<file path="src/rtl/bha_pkg.sv">
package bha_pkg;

    localparam int ADDR_W   = 48;
    localparam int INDEX_W  = 10;
    localparam int COLS     = 64;
    localparam int COL_W    = 6;
    localparam int GROUP_W  = 3;
    localparam int ALIGN_W  = 4;
    localparam int DATA_W   = 32;
    localparam int PADDR_W  = 3;

    localparam logic [ALIGN_W-1:0] ALIGN_RESET = 4'd4;

    // Register word indexes on the configuration port
    localparam logic [PADDR_W-3:0] REG_ALIGN = 1'b0;

    typedef struct packed {
        logic load;
        logic open_table;
        logic find_group;
        logic commit;
        logic fail;
    } t_cmd;

    typedef struct packed {
        logic need_table;
        logic at_limit;
    } t_stat;

    // Position of the lowest zero bit; the caller guarantees one exists.
    function automatic logic [GROUP_W-1:0] first_zero8(input logic [7:0] v);
        logic [GROUP_W-1:0] pos;
        pos = '0;
        for (int i = 7; i >= 0; i--) begin
            if (!v[i]) begin
                pos = GROUP_W'(i);
            end
        end
        return pos;
    endfunction

endpackage

</file>
<file path="src/rtl/bha_ctrl.sv">
module bha_ctrl
    import bha_pkg::*;
(
    input  logic  i_clk,
    input  logic  i_rst_n,
    input  logic  i_start,
    input  t_stat i_stat,
    output t_cmd  o_cmd,
    output logic  o_busy
);

    localparam logic [1:0] S_IDLE  = 2'd0;
    localparam logic [1:0] S_PICK  = 2'd1;
    localparam logic [1:0] S_GROUP = 2'd2;
    localparam logic [1:0] S_COL   = 2'd3;

    logic [1:0] r_state;
    logic [1:0] n_state;

    always_comb begin
        n_state = r_state;
        o_cmd   = '0;
        case (r_state)
            S_IDLE: begin
                if (i_start) begin
                    o_cmd.load = 1'b1;
                    n_state    = S_PICK;
                end
            end
            S_PICK: begin
                if (i_stat.need_table && i_stat.at_limit) begin
                    o_cmd.fail = 1'b1;
                    n_state    = S_IDLE;
                end else begin
                    o_cmd.open_table = i_stat.need_table;
                    n_state          = S_GROUP;
                end
            end
            S_GROUP: begin
                o_cmd.find_group = 1'b1;
                n_state          = S_COL;
            end
            S_COL: begin
                o_cmd.commit = 1'b1;
                n_state      = S_IDLE;
            end
            default: begin
                n_state = S_IDLE;
            end
        endcase
    end

    always_ff @(posedge i_clk) begin
        if (!i_rst_n) begin
            r_state <= S_IDLE;
        end else begin
            r_state <= n_state;
        end
    end

    assign o_busy = (r_state != S_IDLE);

endmodule

</file>
<file path="src/rtl/bha_dpath.sv">
module bha_dpath
    import bha_pkg::*;
#(
    parameter int MAX_TABLES = 16
) (
    input  logic               i_clk,
    input  logic               i_rst_n,
    input  t_cmd               i_cmd,
    input  logic [ADDR_W-1:0]  i_header_addr,
    input  logic [ALIGN_W-1:0] i_align_log2,
    output t_stat              o_stat,
    output logic               o_done,
    output logic               o_granted,
    output logic [INDEX_W-1:0] o_handle_index,
    output logic [ADDR_W-1:0]  o_block_addr
);

    localparam int CNT_W = $clog2(MAX_TABLES + 1);
    localparam int TBL_W = (MAX_TABLES > 1) ? $clog2(MAX_TABLES) : 1;
    localparam int MEM_DEPTH = MAX_TABLES * COLS;
    localparam int MEM_AW = $clog2(MEM_DEPTH);

    // Tables fill in order and are never released, so every table below the
    // newest is full and only the newest one's bitmap needs to be kept.
    logic [CNT_W-1:0]  r_count;
    logic [TBL_W-1:0]  r_table;
    logic [COLS-1:0]   r_bitmap;
    logic [ADDR_W-1:0] r_head;
    logic [ADDR_W-1:0] r_rounded;
    logic [GROUP_W-1:0] r_group;
    logic [ADDR_W-1:0] r_entry [MEM_DEPTH];

    logic [ADDR_W-1:0] w_amask;
    logic [7:0]        w_group_full;
    logic [7:0]        w_byte;
    logic [COL_W-1:0]  w_col;
    logic [TBL_W+COL_W-1:0] w_handle;

    assign w_amask = (ADDR_W'(1) << i_align_log2) - ADDR_W'(1);

    always_comb begin
        for (int g = 0; g < 8; g++) begin
            w_group_full[g] = &r_bitmap[g*8 +: 8];
        end
    end

    assign w_byte   = r_bitmap[r_group*8 +: 8];
    assign w_col    = {r_group, first_zero8(w_byte)};
    assign w_handle = {r_table, w_col};

    assign o_stat.need_table = (r_count == '0) || (&r_bitmap);
    assign o_stat.at_limit   = (r_count == CNT_W'(MAX_TABLES));

    always_ff @(posedge i_clk) begin
        if (!i_rst_n) begin
            r_count  <= '0;
            r_bitmap <= '0;
            o_done   <= 1'b0;
        end else begin
            o_done <= i_cmd.commit || i_cmd.fail;
            if (i_cmd.open_table) begin
                r_count  <= r_count + CNT_W'(1);
                r_bitmap <= '0;
            end
            if (i_cmd.commit) begin
                r_bitmap[w_col] <= 1'b1;
            end
        end
    end

    always_ff @(posedge i_clk) begin
        if (i_cmd.load) begin
            r_head    <= i_header_addr;
            r_rounded <= (i_header_addr + w_amask) & ~w_amask;
        end
        if (i_cmd.open_table) begin
            r_table <= TBL_W'(r_count);
        end
        if (i_cmd.find_group) begin
            r_group <= first_zero8(w_group_full);
        end
        if (i_cmd.commit) begin
            o_granted      <= 1'b1;
            o_handle_index <= INDEX_W'(w_handle);
            o_block_addr   <= r_rounded;
        end else if (i_cmd.fail) begin
            o_granted      <= 1'b0;
            o_handle_index <= '0;
            o_block_addr   <= '0;
        end
    end

    always_ff @(posedge i_clk) begin
        if (i_cmd.commit) begin
            r_entry[MEM_AW'(w_handle)] <= r_head;
        end
    end

    a_fail_only_at_limit: assert property (@(posedge i_clk) disable iff (!i_rst_n)
        i_cmd.fail |-> (o_stat.at_limit && o_stat.need_table))
        else $error("allocation refused while a table was still available");

    a_commit_sets_bit: assert property (@(posedge i_clk) disable iff (!i_rst_n)
        i_cmd.commit |=> r_bitmap[$past(w_col)])
        else $error("granted column not marked in bitmap");

    a_count_bounded: assert property (@(posedge i_clk) disable iff (!i_rst_n)
        r_count <= CNT_W'(MAX_TABLES))
        else $error("tables in use exceeds limit");

    a_commit_not_full: assert property (@(posedge i_clk) disable iff (!i_rst_n)
        i_cmd.commit |-> !w_byte[w_col[GROUP_W-1:0]])
        else $error("granted column was already occupied");

endmodule

</file>
<file path="src/rtl/bitmap_handle_allocator.sv">
// A granted request passes through table pick, byte search and column search
// with entry write; a refused request (all tables full at the limit) ends at
// the table pick. Busy stays high while a request is in flight, and a new start
// is taken only while busy is low. Results strobe for one cycle on o_done; the
// receiver cannot stall.
// Reset (synchronous, active low) empties all tables and sets alignment to 16.
module bitmap_handle_allocator
    import bha_pkg::*;
#(
    parameter int MAX_TABLES = 16
) (
    input  logic               i_clk,
    input  logic               i_rst_n,
    // request channel
    input  logic               start,
    output logic               busy,
    input  logic [ADDR_W-1:0]  i_header_addr,
    // result channel
    output logic               o_done,
    output logic               o_granted,
    output logic [INDEX_W-1:0] o_handle_index,
    output logic [ADDR_W-1:0]  o_block_addr,
    // configuration port
    input  logic               psel,
    input  logic               penable,
    input  logic               pwrite,
    input  logic [PADDR_W-1:0] paddr,
    input  logic [DATA_W-1:0]  pwdata,
    output logic [DATA_W-1:0]  prdata,
    output logic               pready
);

    logic [ALIGN_W-1:0] r_align_log2;
    logic               w_reg_hit;
    t_cmd               w_cmd;
    t_stat              w_stat;

    // Registers sit on 32-bit words; drop the byte offset for the decode.
    assign w_reg_hit = (paddr[PADDR_W-1:2] == REG_ALIGN);
    assign pready    = 1'b1;

    // Take the alignment exponent on the access phase of a write.
    always_ff @(posedge i_clk) begin
        if (!i_rst_n) begin
            r_align_log2 <= ALIGN_RESET;
        end else if (psel && penable && pwrite && w_reg_hit) begin
            r_align_log2 <= pwdata[ALIGN_W-1:0];
        end
    end

    always_comb begin
        prdata = '0;
        if (w_reg_hit) begin
            prdata = DATA_W'(r_align_log2);
        end
    end

    // Sequencer: one request in flight, advanced through pick/search/commit.
    bha_ctrl u_ctrl (
        .i_clk   (i_clk),
        .i_rst_n (i_rst_n),
        .i_start (start),
        .i_stat  (w_stat),
        .o_cmd   (w_cmd),
        .o_busy  (busy)
    );

    // Table state, column search, alignment rounding and entry store.
    bha_dpath #(
        .MAX_TABLES (MAX_TABLES)
    ) u_dpath (
        .i_clk          (i_clk),
        .i_rst_n        (i_rst_n),
        .i_cmd          (w_cmd),
        .i_header_addr  (i_header_addr),
        .i_align_log2   (r_align_log2),
        .o_stat         (w_stat),
        .o_done         (o_done),
        .o_granted      (o_granted),
        .o_handle_index (o_handle_index),
        .o_block_addr   (o_block_addr)
    );

endmodule
</file>
<file path="config.mk">
export PLATFORM = sky130hd
export DESIGN_NAME = bitmap_handle_allocator
export DESIGN_NICKNAME = d
export VERILOG_FILES = /design/src/rtl/bha_pkg.sv /design/src/rtl/bha_ctrl.sv /design/src/rtl/bha_dpath.sv /design/src/rtl/bitmap_handle_allocator.sv
export SDC_FILE = /design/constraint.sdc
export NUM_CORES = 1
export LEC_CHECK = 0
export BUFFER_PORTS_ARGS = -buffer_cell sky130_fd_sc_hd__buf_2
export CORE_MARGIN = 10
export CORE_UTILIZATION = 55
export CTS_CLUSTER_DIAMETER = 120
export DETAILED_ROUTE_END_ITERATION = 7
export GPL_ROUTABILITY_DRIVEN = 1
export GPL_TIMING_DRIVEN = 0
export PLACE_DENSITY_LB_ADDON = 0.05
export SLEW_MARGIN = 15
export SYNTH_ARGS = -nofsm -noshare
export SYNTH_HDL_FRONTEND = slang
export SYNTH_HIERARCHICAL = 1
export SYNTH_SLANG_ARGS = --single-unit
</file>
<file path="constraint.sdc">
create_clock -name i_clk -period 6.1 [get_ports i_clk]
set_input_delay 0.61 -clock i_clk [delete_from_list [all_inputs] [get_ports i_clk]]
set_output_delay 0.61 -clock i_clk [all_outputs]
set_load 0.01 [all_outputs]
</file>
==> results.txt <==
The run finished with clean final reports. The clock-pin slew of the registers on the worst-case setup and hold paths came out at 0.07 ns. The number of global-route vias before repair was 8482. The starting utilization of the core area is 55.5%. Yosys attributes the largest share of cell area to sky130_fd_sc_hd__edfxtp_1 (32%), sky130_fd_sc_hd__dfxtp_1 (14%), sky130_fd_sc_hd__and2_1 (6.8%), sky130_fd_sc_hd__ha_1 (4.1%), sky130_fd_sc_hd__o22ai_1 (3.4%).

Setup total negative slack on the finished layout was measured at 0 ns. In this run the standard cell core region covers 19300 sq um. The post-detailed-route wirelength per cell came out at 17.9 microns. Derived from the worst setup path, the maximum achievable clock frequency is 174 MHz. The number of enable-type register cells in the synthesized netlist came out at 113. Detailed routing inserted a total of 8536 vias. The count of buffers inserted at the top-level ports is 118. The number of buffers added by the clock tree synthesis step is 17.

TritonCTS built the clock tree. The cell sitting at the root of the clock tree is a sky130_fd_sc_hd__clkbuf_16. The depth of the most critical reg-to-reg path came out at 17.

The number of standard-cell rows in the floorplan is 51. The required time reported for the critical path endpoint came out at 6.33 ns. The async set or reset register ratio after synthesis is 0%. Of the synthesized area, sequential elements account for 46.0%. After the first detailed-routing iteration, the DRC count stood at 524.

The fraction of post-synthesis cell area in the top cell type by area is 31.6%. The path with the worst hold slack has its endpoint at r_align_log2[3]. The flip-flop and latch count after synthesis came out at 190. The floorplan step defined a die boundary enclosing 25500 sq um. The number of setup violations in the final report is 0. After global routing the overflow that remains totals 0. The global-route wire length before repair is 44500 microns.

The mean area per synthesized cell came out at 9.75 sq um. Once layout is done, the placed cells without fillers occupy 12400 sq um. Dividing the detail-routed via count by the number of cells gives 5.52.

The start point of the worst min-delay path is pwdata[3]. The worst setup path is captured at a flip-flop. For this run, design rule violations remaining after detail routing come to 0. The flip-flop cell with the highest count after synthesis is sky130_fd_sc_hd__edfxtp_1. For this run, the number of Yosys warnings is 6.

The critical path in this run is classified as reg2reg. The count of final hold-check violations came out at 0. Of all cell types, the one taking the most synthesized area is sky130_fd_sc_hd__edfxtp_1. The share of layout cells above drive strength 1 is 17.0%.

The hold path depth came out at 3. The vertical die dimension is 160 microns. The library cell used most frequently in the layout, excluding fill and tap cells, is sky130_fd_sc_hd__buf_2. In this run the critical register-to-register path is captured at u_dpath/r_rounded[42]. The max-capacitance violation count is 0.

The net total in the final layout came out at 1393. The post-synth design cell area came out at 10700 sq um. The HPWL after detailed placement is 21200 microns. The relative area change from synthesis to final layout is 15.4%. The post-synthesis cell type count came out at 73. The worst setup path is launched from a flip-flop. The final antenna diode count came out at 0. Synthesis produced a netlist whose cell count is 1101. Counting along the longest clock path gives a buffer depth of 2.

Setup repair after global routing left no endpoint under its margin. The slew at the pin with the worst max-slew slack came out at 0.954 ns. Once detail routing completed, the nets flagged for antenna violations numbered 0. The signal arrival time at the worst endpoint came out at 5.96 ns.

At the end of routability-driven placement, the weighted congestion stood at 0.919. The number of setup buffers added after CTS came out at 0. In this run the static leakage power is 4.73 nW. The clock arrives with 0.0147 ns of skew. At the end of the flow the core is filled with cells to 64.1%. For the finished layout, the period the worst path requires is 5.74 ns. In the layout the commonest cells are sky130_fd_sc_hd__buf_2 (121), sky130_fd_sc_hd__and2_1 (117), sky130_fd_sc_hd__edfxtp_1 (113). The fraction of the cycle the final worst path needs is 94.0%. The boundary pin count is 183. Once placement finished, the instance area stood at 11800 sq um.

The wire length after detailed routing came out at 27600 microns. The clock latency at the later pin of the worst-skew pair came out at 0.43 ns. The path category of the worst min-delay check is in2reg. The die boundary width came out at 160 microns.

The tree built by TritonCTS fans out to 190 sinks. The number of antenna violations at the first check in global routing is 0. The headroom to the max-slew limit came out at 36.1%. The power density over the cells came out at 232 nW/um^2. The peak supply drop is 0.000219 V. The worst-path maximum fanout is 13. The length of the first detailed-routing pass in iterations is 5. The setup slack of the most critical reg-to-reg path came out at 0.36 ns. The largest net degree at the start of global routing is 60. The startpoint of the worst-slack reg-to-reg timing path is r_align_log2[1]. The final number of max-transition violations is 0. The all-layer global routing usage is 21.4%. The number of H-tree branching levels came out at 4.
==> critical path: stages, from the launching register on <==
cell	delay, ns
sky130_fd_sc_hd__dfxtp_1	0.45
sky130_fd_sc_hd__clkbuf_1	0.36
sky130_fd_sc_hd__nor2_1	0.10
sky130_fd_sc_hd__nand2_1	0.09
sky130_fd_sc_hd__ha_1	0.16
sky130_fd_sc_hd__or4b_1	0.50
sky130_fd_sc_hd__buf_2	0.23
sky130_fd_sc_hd__clkinv_1	0.21
sky130_fd_sc_hd__clkbuf_1	0.46
sky130_fd_sc_hd__clkbuf_2	0.41
sky130_fd_sc_hd__ha_1	0.29
sky130_fd_sc_hd__nand2_1	0.15
sky130_fd_sc_hd__a211oi_1	0.58
sky130_fd_sc_hd__a2111oi_4	0.24
sky130_fd_sc_hd__o31ai_1	0.48
sky130_fd_sc_hd__a41oi_1	0.21
sky130_fd_sc_hd__or3_1	0.34
sky130_fd_sc_hd__a21oi_1	0.27
==> cell type report <==
class / count / area, sq um
fillers: 1627 / 6950
repair buffers: 119 / 611
multi-input cells: 784 / 5210
inverters: 71 / 267
clock buffers: 22 / 490
well taps: 265 / 332
clock inverters: 10 / 97.6
plain buffers: 85 / 440
flip-flops and latches: 190 / 4930
==> worst max-delay path by stage <==
stage,start,end,slack (ns),cells past startpoint
after floorplan,r_align_log2[1],u_dpath/r_rounded[41],1.54,19
after global placement,r_align_log2[1],u_dpath/r_rounded[41],0.14,19
after detailed placement,r_align_log2[1],u_dpath/r_rounded[41],0.17,19
after CTS,r_align_log2[1],u_dpath/r_rounded[41],0.11,19
after global routing,r_align_log2[1],u_dpath/r_rounded[42],0.03,17
final,r_align_log2[1],u_dpath/r_rounded[42],0.36,17
==> metal layers <==
metal	part of all wire, %	GRT usage, %	routed length (microns)	vias up
met5	0	0	0	-
met4	1.8	6.49	507	0
met3	5.1	3.96	1410	34
met2	50	37.2	13800	268
met1	43	26.4	11900	4003
li1	-	-	-	4231
==> through the flow <==
stage / cells / setup slack, ns / power, mW / hold slack [ns]
after global placement: 1513 / 0.141 / 1.77 / 0.453
after floorplan: 1130 / 1.54 / 1.67 / 0.441
after CTS: 1546 / 0.113 / 2.89 / 0.421
final: 1546 / 0.363 / 2.87 / 0.434
after detailed placement: 1514 / 0.172 / 1.78 / 0.446
after global routing: 1546 / 0.0337 / 2.99 / 0.426
==> where the power goes <==
part | leakage (nW) | total [mW] | internal, mW | switching, mW
clock | 0.296 | 1.12 | 0.624 | 0.495
sequential | 1.63 | 1.43 | 1.41 | 0.0151
combinational | 2.80 | 0.327 | 0.123 | 0.204
==> what timing repair did <==
action                                 in CTS  in global routing
hold buffers                                0                  0
endpoints found under the hold margin       0                  0
setup endpoints to repair                   0                  8
gates resized for setup                     0                  2
==> cells in the mapped netlist, types with 29 or more instances <==
library cell / n
sky130_fd_sc_hd__and2_1: 117
sky130_fd_sc_hd__edfxtp_1: 113
sky130_fd_sc_hd__o22ai_1: 58
sky130_fd_sc_hd__nor2_1: 70
sky130_fd_sc_hd__nand2_1: 73
sky130_fd_sc_hd__ha_1: 35
sky130_fd_sc_hd__dfxtp_1: 77
sky130_fd_sc_hd__o21ai_0: 42
sky130_fd_sc_hd__a21oi_1: 45
sky130_fd_sc_hd__clkbuf_1: 49
sky130_fd_sc_hd__buf_4: 29
sky130_fd_sc_hd__inv_1: 70
==> logic make-up (layout without fill, tap and decap cells) <==
group	count (synthesis)	after routing	share of synthesized area, %
buffers and inverters	156	307	6.57
DFF	190	190	46.0
xor gates and xnor gates	43	43	3.51
muxes	32	32	4.87
and+or+nand+nor	403	403	20.3
adders and majority gates	36	36	4.27
other	3	32	0.105
AOI/OAI and AO/OA	238	238	14.4
==> flip-flops by register name (all words and copies together), names as in the netlist, named ones only <==
signal                  count
r_align_log2                4
u_ctrl/r_state              1
u_dpath/r_count             5
u_dpath/o_done              1
u_dpath/r_bitmap           64
u_dpath/o_handle_index     10
u_dpath/o_granted           1
u_dpath/r_table             4
u_dpath/r_group             3
u_dpath/o_block_addr       48
u_dpath/r_rounded          48
Note: power is estimated with default switching activity, not from simulation.
